[src/hw/rtl/tpa_pkg.sv]
// ---------------------------------------------------------------------------
// tpa_pkg
// Types, sizes and codes of the two-pool bitmap slot allocator.
// ---------------------------------------------------------------------------
package tpa_pkg;

    localparam int SLOTS           = 64;
    localparam int BULK_SLOT_BYTES = 4096;
    localparam int CMD_SLOT_BYTES  = 64;
    localparam int ADDR_BITS       = 48;

    localparam int FIELD_W  = 48;
    localparam int SIDX_W   = 6;
    localparam int MAP_BITS = 8;
    localparam int BIT_W    = $clog2(MAP_BITS);
    localparam int IDX_W    = $clog2(SLOTS);
    localparam int ROWS     = SLOTS / MAP_BITS;
    localparam int ROW_W    = (ROWS > 1) ? $clog2(ROWS) : 1;
    localparam int MEM_AW   = ROW_W + 1;
    localparam int MEM_DEPTH = 1 << MEM_AW;

    localparam logic [FIELD_W-1:0] BULK_STRIDE = FIELD_W'(BULK_SLOT_BYTES);
    localparam logic [FIELD_W-1:0] CMD_STRIDE  = FIELD_W'(CMD_SLOT_BYTES);
    localparam logic [FIELD_W-1:0] BULK_SPAN = FIELD_W'(64'(SLOTS) * 64'(BULK_SLOT_BYTES));
    localparam logic [FIELD_W-1:0] CMD_SPAN  = FIELD_W'(64'(SLOTS) * 64'(CMD_SLOT_BYTES));
    localparam logic [FIELD_W-1:0] ADDR_MASK =
        (ADDR_BITS >= FIELD_W) ? {FIELD_W{1'b1}}
                               : FIELD_W'((64'd1 << ADDR_BITS) - 64'd1);

    typedef enum logic [1:0] {
        ACT_ALLOC = 2'd0,
        ACT_FREE  = 2'd1,
        ACT_CHECK = 2'd2
    } t_action;

    typedef enum logic {
        CFG_BULK_BASE = 1'b0,
        CFG_CMD_BASE  = 1'b1
    } t_cfg_index;

    function automatic logic [BIT_W-1:0] first_zero(input logic [MAP_BITS-1:0] row);
        logic [BIT_W-1:0] pos;
        pos = '0;
        for (int b = MAP_BITS - 1; b >= 0; b--) begin
            if (!row[b]) begin
                pos = BIT_W'(b);
            end
        end
        return pos;
    endfunction

endpackage

[src/hw/rtl/two_pool_bitmap_slot_allocator.sv]
// ---------------------------------------------------------------------------
// two_pool_bitmap_slot_allocator
// First-fit slot allocator over two bitmap pools held in one byte-wide RAM.
// ---------------------------------------------------------------------------
// Allocate: DECODE issues the read of byte 0, SCAN reads one bitmap byte per
//   cycle and marks the first free slot, CALC forms its address, DONE hands on
//   the result; a full pool goes from SCAN to DONE. Free runs DECODE, RMW, DONE
//   (DECODE, DONE outside the pool), check DECODE, DONE. One item at a time: a
//   new input beat is taken only in IDLE, after DONE has registered the result.
// Reset: synchronous, active low; clears both bases and the per-row valid
//   bits, so every slot reads free right after reset with no clearing pass.
// ---------------------------------------------------------------------------
module two_pool_bitmap_slot_allocator (
    input  logic                        i_clk,
    input  logic                        i_rst_n,
    input  logic                        i_cfg_valid,
    output logic                        o_cfg_ready,
    input  logic                        i_cfg_index,
    input  logic [tpa_pkg::FIELD_W-1:0] i_cfg_data,
    input  logic                        i_in_valid,
    output logic                        o_in_ready,
    input  logic [1:0]                  i_action,
    input  logic                        i_pool,
    input  logic [tpa_pkg::FIELD_W-1:0] i_buffer_address,
    output logic                        o_out_valid,
    input  logic                        i_out_ready,
    output logic                        o_ok,
    output logic [tpa_pkg::SIDX_W-1:0]  o_slot_index,
    output logic [tpa_pkg::FIELD_W-1:0] o_slot_address
);

    typedef enum logic [5:0] {
        ST_IDLE   = 6'b000001,
        ST_DECODE = 6'b000010,
        ST_SCAN   = 6'b000100,
        ST_RMW    = 6'b001000,
        ST_CALC   = 6'b010000,
        ST_DONE   = 6'b100000
    } t_state;

    t_state r_state, n_state;

    logic [tpa_pkg::FIELD_W-1:0] r_bulk_base, r_cmd_base;
    tpa_pkg::t_action            r_act;
    logic                        r_pool;
    logic [tpa_pkg::FIELD_W-1:0] r_addr;
    logic [tpa_pkg::IDX_W-1:0]   r_idx;
    logic                        r_ok;
    logic [tpa_pkg::FIELD_W-1:0] r_res_addr;

    logic [tpa_pkg::ROW_W-1:0]   r_rd_row, r_rsp_row;
    logic                        r_issue_done, r_rsp_vld;

    logic [tpa_pkg::MAP_BITS-1:0] mem [0:tpa_pkg::MEM_DEPTH-1];
    logic [tpa_pkg::MAP_BITS-1:0] r_rd_data;
    logic                         r_rd_rowv;
    logic [tpa_pkg::MEM_DEPTH-1:0] r_row_vld;

    logic                        r_out_vld, r_out_ok;
    logic [tpa_pkg::SIDX_W-1:0]  r_out_idx;
    logic [tpa_pkg::FIELD_W-1:0] r_out_addr;

    logic                         w_re, w_we;
    logic [tpa_pkg::MEM_AW-1:0]   w_raddr, w_waddr;
    logic [tpa_pkg::ROW_W-1:0]    w_rd_row;
    logic [tpa_pkg::MAP_BITS-1:0] w_wdata, w_row;
    logic [tpa_pkg::BIT_W-1:0]    w_fz;

    logic [tpa_pkg::FIELD_W-1:0] w_base, w_span;
    logic [tpa_pkg::FIELD_W:0]   w_off;
    logic                        w_inside;
    logic [tpa_pkg::IDX_W-1:0]   w_free_idx;
    logic [tpa_pkg::ROW_W-1:0]   w_free_row, w_idx_row;
    logic                        w_found, w_last, w_out_free;

    assign o_cfg_ready    = 1'b1;
    assign o_in_ready     = (r_state == ST_IDLE);
    assign o_out_valid    = r_out_vld;
    assign o_ok           = r_out_ok;
    assign o_slot_index   = r_out_idx;
    assign o_slot_address = r_out_addr;

    assign w_base     = r_pool ? r_cmd_base : r_bulk_base;
    assign w_span     = r_pool ? tpa_pkg::CMD_SPAN : tpa_pkg::BULK_SPAN;
    assign w_off      = {1'b0, r_addr} - {1'b0, w_base};
    assign w_inside   = !w_off[tpa_pkg::FIELD_W] && (w_off[tpa_pkg::FIELD_W-1:0] < w_span);
    assign w_free_idx = r_pool
        ? tpa_pkg::IDX_W'(w_off[tpa_pkg::FIELD_W-1:0] / tpa_pkg::CMD_STRIDE)
        : tpa_pkg::IDX_W'(w_off[tpa_pkg::FIELD_W-1:0] / tpa_pkg::BULK_STRIDE);
    assign w_free_row = tpa_pkg::ROW_W'(w_free_idx >> tpa_pkg::BIT_W);
    assign w_idx_row  = tpa_pkg::ROW_W'(r_idx >> tpa_pkg::BIT_W);

    assign w_row   = r_rd_rowv ? r_rd_data : '0;
    assign w_fz    = tpa_pkg::first_zero(w_row);
    assign w_found = r_rsp_vld && (w_row != {tpa_pkg::MAP_BITS{1'b1}});
    assign w_last  = (r_rsp_row == tpa_pkg::ROW_W'(tpa_pkg::ROWS - 1));
    assign w_out_free = !r_out_vld || i_out_ready;

    always_comb begin
        w_re     = 1'b0;
        w_rd_row = r_rd_row;
        w_we     = 1'b0;
        w_waddr  = {r_pool, w_idx_row};
        w_wdata  = w_row;
        n_state  = r_state;
        unique case (r_state)
            ST_IDLE: begin
                if (i_in_valid) begin
                    n_state = ST_DECODE;
                end
            end
            ST_DECODE: begin
                if (r_act == tpa_pkg::ACT_ALLOC) begin
                    w_re     = 1'b1;
                    w_rd_row = '0;
                    n_state  = ST_SCAN;
                end else if (r_act == tpa_pkg::ACT_FREE && w_inside) begin
                    w_re     = 1'b1;
                    w_rd_row = w_free_row;
                    n_state  = ST_RMW;
                end else begin
                    n_state = ST_DONE;
                end
            end
            ST_SCAN: begin
                w_re = !r_issue_done;
                if (w_found) begin
                    w_we    = 1'b1;
                    w_waddr = {r_pool, r_rsp_row};
                    w_wdata = w_row | (tpa_pkg::MAP_BITS'(1) << w_fz);
                    n_state = ST_CALC;
                end else if (r_rsp_vld && w_last) begin
                    n_state = ST_DONE;
                end
            end
            ST_RMW: begin
                w_we    = 1'b1;
                w_wdata = w_row & ~(tpa_pkg::MAP_BITS'(1) << r_idx[tpa_pkg::BIT_W-1:0]);
                n_state = ST_DONE;
            end
            ST_CALC: begin
                n_state = ST_DONE;
            end
            ST_DONE: begin
                if (w_out_free) begin
                    n_state = ST_IDLE;
                end
            end
            default: begin
                n_state = ST_IDLE;
            end
        endcase
        w_raddr = {r_pool, w_rd_row};
    end

    always_ff @(posedge i_clk) begin
        if (w_we) begin
            mem[w_waddr] <= w_wdata;
        end
        if (w_re) begin
            r_rd_data <= mem[w_raddr];
        end
    end

    always_ff @(posedge i_clk) begin
        if (!i_rst_n) begin
            r_state      <= ST_IDLE;
            r_bulk_base  <= '0;
            r_cmd_base   <= '0;
            r_row_vld    <= '0;
            r_rd_rowv    <= 1'b0;
            r_rsp_vld    <= 1'b0;
            r_issue_done <= 1'b0;
            r_out_vld    <= 1'b0;
        end else begin
            r_state   <= n_state;
            r_rsp_vld <= w_re;
            if (w_re) begin
                r_rd_rowv <= r_row_vld[w_raddr] && !(w_we && w_waddr == w_raddr);
            end
            if (w_we) begin
                r_row_vld[w_waddr] <= 1'b1;
            end
            if (i_cfg_valid) begin
                unique case (tpa_pkg::t_cfg_index'(i_cfg_index))
                    tpa_pkg::CFG_BULK_BASE: r_bulk_base <= i_cfg_data;
                    tpa_pkg::CFG_CMD_BASE:  r_cmd_base  <= i_cfg_data;
                    default: ;
                endcase
            end
            if (w_re) begin
                r_issue_done <= (w_rd_row == tpa_pkg::ROW_W'(tpa_pkg::ROWS - 1));
            end
            if (r_state == ST_DONE && w_out_free) begin
                r_out_vld <= 1'b1;
            end else if (r_out_vld && i_out_ready) begin
                r_out_vld <= 1'b0;
            end
        end
    end

    always_ff @(posedge i_clk) begin
        if (w_re) begin
            r_rd_row  <= w_rd_row + tpa_pkg::ROW_W'(1);
            r_rsp_row <= w_rd_row;
        end
        unique case (r_state)
            ST_IDLE: begin
                r_act  <= tpa_pkg::t_action'(i_action);
                r_pool <= i_pool;
                r_addr <= i_buffer_address;
            end
            ST_DECODE: begin
                r_res_addr <= '0;
                case (r_act)
                    tpa_pkg::ACT_FREE: begin
                        r_ok  <= w_inside;
                        r_idx <= w_inside ? w_free_idx : '0;
                    end
                    tpa_pkg::ACT_CHECK: begin
                        r_ok  <= w_inside;
                        r_idx <= '0;
                    end
                    default: begin
                        r_ok  <= 1'b0;
                        r_idx <= '0;
                    end
                endcase
            end
            ST_SCAN: begin
                if (w_found) begin
                    r_ok  <= 1'b1;
                    r_idx <= tpa_pkg::IDX_W'({r_rsp_row, w_fz});
                end
            end
            ST_CALC: begin
                r_res_addr <= (w_base + (r_pool
                    ? tpa_pkg::FIELD_W'(r_idx) * tpa_pkg::CMD_STRIDE
                    : tpa_pkg::FIELD_W'(r_idx) * tpa_pkg::BULK_STRIDE)) & tpa_pkg::ADDR_MASK;
            end
            ST_DONE: begin
                if (w_out_free) begin
                    r_out_ok   <= r_ok;
                    r_out_idx  <= tpa_pkg::SIDX_W'(r_idx);
                    r_out_addr <= r_res_addr;
                end
            end
            default: ;
        endcase
    end

endmodule

[config.mk]
export PLATFORM = sky130hd
export DESIGN_NAME = two_pool_bitmap_slot_allocator
export DESIGN_NICKNAME = d
export VERILOG_FILES = /design/src/hw/rtl/tpa_pkg.sv /design/src/hw/rtl/two_pool_bitmap_slot_allocator.sv
export SDC_FILE = /design/constraint.sdc
export NUM_CORES = 1
export LEC_CHECK = 0
export BUFFER_PORTS_ARGS = -buffer_cell sky130_fd_sc_hd__clkbuf_2
export CORE_MARGIN = 3
export CORE_UTILIZATION = 30
export DETAILED_ROUTE_END_ITERATION = 12
export GPL_TIMING_DRIVEN = 0
export PLACE_DENSITY = 0.45
export SLEW_MARGIN = 20
export SYNTH_ARGS = -nofsm -noshare
export SYNTH_HDL_FRONTEND = slang
export SYNTH_SLANG_ARGS = --single-unit
[constraint.sdc]
create_clock -name i_clk -period 16.7 [get_ports i_clk]
set_input_delay 2.505 -clock i_clk [delete_from_list [all_inputs] [get_ports i_clk]]
set_output_delay 2.505 -clock i_clk [all_outputs]
set_load 0.1 [all_outputs]
* Word level (Yosys, flattened, before mapping)
Memory sizes are Yosys's and may differ from the RTL's. A register that Yosys moved wholly into a read port is not among the register bits.
Index checks and enable logic that the tools add are counted.
** Operators by class
- Reductions and logical operators :: 25
- Equality and inequality tests :: 16
- Bitwise gates (word level) :: 5
- Div/mod/pow operators :: 0
- Shift operators :: 2
- Multiply operators :: 0
- Mux-type cells :: 48
- $add $sub $neg :: 3
- $lt $le $gt $ge :: 4
** Operator list (number)
- $pmux W48 S2 :: 1
- $mux W6 :: 10
- $sub A48 B48 Y49 :: 1
- $add A48 B18 Y48 :: 1
- $lt A48 B19 Y1 :: 1
- $mux W48 :: 1
- $mux W3 :: 13
- $pmux W6 S5 :: 1
- $mux W19 :: 1
- $mux W18 :: 1
- $mux W8 :: 2
- $or A16 B16 Y16 :: 1
- $pmux W8 S2 :: 1
- $shl A1 B3 Y8 const A :: 2
- $pmux W6 S2 :: 1
- $mux W1 :: 11
- $lt A4 B5 Y1 const B :: 2
- $logic_and A1 B1 Y1 :: 9
- $and A8 B8 Y8 :: 1
- $ne A8 B8 Y1 const B :: 1
- $not A8 Y8 :: 1
- $or A8 B8 Y8 :: 1
- $reduce_and A2 Y1 :: 4
- $eq A3 B3 Y1 const B :: 2
- 23 further kinds :: 33
** Storage, ports and cells
- Bits of input ports :: 105
- Bits in latches :: 0
- Memory bits (writable) :: 128
- Memories :: 1
- Flip-flop bits (word level) :: 289
- Word-level logic and storage cells :: 123
- ROM bits :: 0
** Memories
- mem :: words 16, bits a word 8, rd ports 1, clocked after memory_dff 1, wr ports 1, RTL line two_pool_bitmap_slot_allocator.sv:54 : logic [tpa_pkg::MAP_BITS-1:0] mem [0:tpa_pkg::MEM_DEPTH-1];

* Depth between registers and ports, before layout
- Depth after elaboration :: 13
- Depth in mapped cells :: 31
- Gate-level depth less buffers :: 22

* Least setup slack after synthesis
No wires, ideal clock.
- Kind :: register -> register
- Start point :: register r_pool
- End point :: register r_rd_rowv
- Data required time :: 16.581 ns
- Period minus slack after synthesis :: 7.831 ns
- Stages on the path, launching flop included :: 29
- Slack :: 8.869 ns
- Data arrival time :: 7.712 ns
- Cell sequence :: edfxtp_1 buf_4 buf_1 buf_2 buf_1 clkbuf_1 buf_1 mux2i_1 ha_1 a21oi_1 o21ai_0 a41oi_1 nand2_1 a21oi_1 xnor2_1 ha_1 o21bai_1 a2111oi_0 nand4_1 nor4_1 nand4_1 or4_1 a2111o_1 nor4_4 o21ai_2 o21ai_2 inv_2 o41a_1 o221a_2
** RTL lines
- from (decl) :: RTL line two_pool_bitmap_slot_allocator.sv:45 : logic r_pool;
- from (signal assigned) :: RTL line two_pool_bitmap_slot_allocator.sv:210 : r_pool <= i_pool;
- $mux W48 :: RTL line two_pool_bitmap_slot_allocator.sv:83 : assign w_base = r_pool ? r_cmd_base : r_bulk_base;
- $sub A48 B48 Y49 :: RTL line two_pool_bitmap_slot_allocator.sv:85 : assign w_off = {1'b0, r_addr} - {1'b0, w_base};
- $lt A48 B19 Y1 / $logic_not A1 Y1 (equally long branches) :: RTL line two_pool_bitmap_slot_allocator.sv:86 : assign w_inside = !w_off[tpa_pkg::FIELD_W] && (w_off[tpa_pkg::FIELD_W-1:0] < w_span);
- $logic_and A1 B1 Y1 (*) :: RTL line two_pool_bitmap_slot_allocator.sv:86
- $logic_and A1 B1 Y1 (*) :: RTL line two_pool_bitmap_slot_allocator.sv:117 : end else if (r_act == tpa_pkg::ACT_FREE && w_inside) begin
- $mux W1 (*) :: RTL line two_pool_bitmap_slot_allocator.sv:117
- $mux W1 (*) :: RTL line two_pool_bitmap_slot_allocator.sv:113 : if (r_act == tpa_pkg::ACT_ALLOC) begin
- $pmux W1 S2 (*) :: RTL line two_pool_bitmap_slot_allocator.sv:106 : unique case (r_state)
- named net w_re :: RTL line two_pool_bitmap_slot_allocator.sv:63 : logic w_re, w_we;
- to (signal assigned) :: RTL line two_pool_bitmap_slot_allocator.sv:179 : r_rd_rowv <= r_row_vld[w_raddr] && !(w_we && w_waddr == w_raddr);
- to (decl) :: RTL line two_pool_bitmap_slot_allocator.sv:56 : logic r_rd_rowv;
The timed path passes the listed nets; every way through them passes the cells marked *. The select of a mux whose other input is x is not followed.
A chain may end at the register's enable or synchronous reset.

* Worst setup path in the final report
- Start point :: register r_pool
- End point :: register r_rd_data[1] (netlist bit) (read register of mem), data pin
** On the way
- Longest elaborated chain between the ends :: 8
** RTL lines
- $mux W48 :: RTL line two_pool_bitmap_slot_allocator.sv:83
- $sub A48 B48 Y49 :: RTL line two_pool_bitmap_slot_allocator.sv:85
- $lt A48 B19 Y1 / $logic_not A1 Y1 (equally long branches) :: RTL line two_pool_bitmap_slot_allocator.sv:86
- $logic_and A1 B1 Y1 :: RTL line two_pool_bitmap_slot_allocator.sv:86
- $logic_and A1 B1 Y1 :: RTL line two_pool_bitmap_slot_allocator.sv:117
- $mux W1 / $mux W3 (equally long branches) :: RTL line two_pool_bitmap_slot_allocator.sv:117
- $mux W1 / $mux W3 (equally long branches) :: RTL line two_pool_bitmap_slot_allocator.sv:113
- $pmux W1 S2 / $mux W3 (equally long branches) :: RTL line two_pool_bitmap_slot_allocator.sv:106
- to (decl) :: RTL line two_pool_bitmap_slot_allocator.sv:55 : logic [tpa_pkg::MAP_BITS-1:0] r_rd_data;
Parallel ways exist; a longest one is shown, timed or not.

==> reports/qor.txt <==
core box area: 70400 um2
fin crit share: 70.7%
CTS tree: built
Max-Slew Margin vs Limit: 21.4%
fmax: 84.7 MHz
Initial Util: 30.4%
TritonCTS Buffers: 48
Fin Setup TNS: 0 ns
Min-Delay Path Depth: 0
min cycle time layout: 11.81 ns
worst hold-check path type: flip-flop to flip-flop
post-route antenna net violation count: 0
Final Wtd Congestion: 0.903
Final Hold Fails: 0
first-pass GRT wire length: 101000 um
slowest stage cell on the critical path: mux2i_1
Via Count: 15800
DR vias/cell: 5.01
status: completed
pin count of the biggest net entering global routing: 53
synth top area cells: edfxtp_1, dfxtp_1, mux2i_1, nand2_1, ha_1
post-synthesis sequential area ratio: 53.8%
DP Area: 23700 um2
Arr. time, crit path: 12.13 ns
met1 Usage GRT: 25.6%
DP Wirelength: 51500 um
CP Launch Type: flip-flop
DIE AREA: 74700 um2
area share of the largest cell type after synthesis: 42.5%
Area Overhead vs Synth: 18.0%
Root Driver: clkbuf_16
CTS Hold Bufs: 0
Least-Margin Pin Slew: 1.18 ns
Sink Count: 425
Worst-Skew Late Latency: 0.61 ns
gr usage total: 17.8%
Clock Skews: 0.0313 ns
initial antenna violation count: 0
top_reg_cell synth: edfxtp_1
Post-CTS Resized: 0
number of remaining DRC errors: 0
Core Util, Final: 35.9%
pwr/cell area: 113 nW/um2
R2R depth: 30
Chip Width: 273 um
syn nets: 2125
row count: 97
# setup viols final: 0
M2 GR Usage: 28.2%
Leakage: 8.96 nW
RSZ-0062 raised after global routing: false
final net count: 2349
wire per inst: 21.3 um
layout cells sized above 1: 15.5%
max incr delay on CP: 0.96 ns
Syn Area/Cell: 11.0 um2
CTS Buffer Depth: 3
Clock transition at path regs: 0.06 ns
crit path capture type: flip-flop
WL final: 67200 um
critical path type: flip-flop to flip-flop
# H-tree levels: 2
Synth cell types: 93
MaxCap Viol Count: 0
crit path max fanout: 10
Worst Path Required: 17.02 ns
FF+latch count, synth: 425
IO buf count: 160
vias in the first global route: 16000
Cells after Synth: 1955
final instance area: 25300 um2
DR iter-0 viols: 1013
grt ovf: 0
Mapped Area: 21400 um2
Die Y: 273 um
I/O pins: 163
post-CTS repair timing setup buffer count: 0
Yosys top cell by area: edfxtp_1
most used cell, CP: mux2i_1
Peak VDD IR: 72.9 uV
grt peak-use layer: met2
# fillers: 7060
Yosys warning count: 0
first drt pass iteration count: 5
met3 Use GR: 2.35%
max-slew violation count: 0
EDFF count, synth: 303
ys async rst share: 0%
==> routing by layer <==
| metal | share of wire (%) | vias to the layer above |
|---|---|---|
| met5 | 0 | - |
| met4 | 2.4 | 0 |
| met3 | 3.9 | 86 |
| met2 | 45 | 343 |
| met1 | 49 | 7764 |
| li1 | - | 7635 |
==> worst max-delay path: cells and delay by family, from the launching register on <==
family	cells	cell delay, ns
buffers and inverters	9	4.74
AND/OR/NAND/NOR	5	1.35
AO/OA/AOI/OAI	7	2.25
multiplexers	6	1.96
adder cells (fa/ha/maj)	2	0.69
XOR/XNOR	1	0.12
flip-flops	1	0.38
==> final timing paths <==
check	from	to	slack [ns]
max	r_pool	r_rd_data[1]	4.89
min	r_res_addr[14]	o_slot_address[14]	0.40
max reg2reg	r_pool	r_rd_data[1]	4.89
min reg2reg	r_res_addr[14]	o_slot_address[14]	0.40
==> placed cells by master, fill, tap and decap left out, types with 12 or more instances in the layout <==
| cell type | instances |
|---|---|
| buf_2 | 15 |
| o21ai_0 | 46 |
| nand2_1 | 300 |
| nand3_1 | 21 |
| inv_1 | 56 |
| o21ai_1 | 12 |
| nor2b_1 | 14 |
| a21oi_1 | 82 |
| mux2i_1 | 188 |
| xnor2_1 | 38 |
| buf_4 | 19 |
| a21boi_0 | 103 |
| edfxtp_1 | 303 |
| nor3_1 | 32 |
| a21o_1 | 17 |
| nand4_1 | 33 |
| nor2_1 | 122 |
| xor2_1 | 20 |
| clkbuf_2 | 161 |
| nand3b_1 | 12 |
| o21a_1 | 30 |
| dfxtp_1 | 122 |
| ha_1 | 64 |
| or3_1 | 15 |
| clkbuf_1 | 74 |
| clkbuf_16 | 48 |
==> per-stage QoR <==
step	total power, mW	hold WS (ns)	instances	setup slack [ns]
after floorplan	1.61	0.400	1955	8.87
after global placement	1.80	0.406	3055	4.81
after detailed placement	1.80	0.405	3069	4.72
after CTS	2.89	0.405	3158	4.70
after global routing	2.99	0.421	3158	4.26
final	2.86	0.404	3159	4.89
==> state kept, by name, indices dropped and copies added (netlist names) <==
signal	cells
r_state	6
r_cmd_base	48
r_row_vld	16
r_rsp_vld	1
r_rd_row	3
r_rd_rowv	1
o_slot_address	48
r_pool	1
r_bulk_base	48
r_addr	48
r_ok	1
o_ok	1
r_idx	6
o_out_valid	1
r_act	2
r_rd_data	8
r_issue_done	1
o_slot_index	6
mem	128
r_res_addr	48
r_rsp_row	3
==> cell families after synthesis <==
family | count (synthesis) | synth area share [%]
and+or+nand+nor | 642 | 14.0
DFF | 425 | 53.8
AOI/OAI and AO/OA | 415 | 13.8
muxes | 195 | 9.17
buffers and inverters | 154 | 2.99
adders and majority gates | 65 | 3.83
xor gates and xnor gates | 58 | 2.37
other | 1 | 0.0175
==> area by class of cell <==
type / count / area, um2 / share of cell area, %
Clock buffer: 66 / 1280 / 5.05
Antenna cell: 1 / 2.50 / 0.00989
Buffer: 94 / 418 / 1.65
Timing Repair Buffer: 174 / 966 / 3.82
Clock inverter: 23 / 327 / 1.29
Sequential cell: 425 / 11500 / 45.6
Inverter: 60 / 228 / 0.900
Tap cell: 940 / 1180 / 4.65
Multi-Input combinational cell: 1376 / 9360 / 37.0
==> power breakdown <==
part | switching (mW) | internal, mW | total (mW)
clock network | 0.448 | 0.622 | 1.07
registers | 0.0185 | 1.17 | 1.19
logic | 0.394 | 0.205 | 0.600
total | 0.861 | 1.99 | 2.86
==> cell usage after synthesis, drive strengths merged, types with 11 or more instances <==
library cell,count
buf,37
clkbuf,57
a21o,17
dfxtp,122
nand4,34
a21boi,105
ha,64
nor4,15
nand2,302
inv,60
o21a,30
nand3b,12
nor2,123
nor2b,15
xor2,20
nand3,21
a211oi,12
or2,11
xnor2,38
o21ai,63
and2,11
mux2i,188
or3,16
nand2b,11
nor3,41
a21oi,86
edfxtp,303
Power figures use the tool's default switching activity.
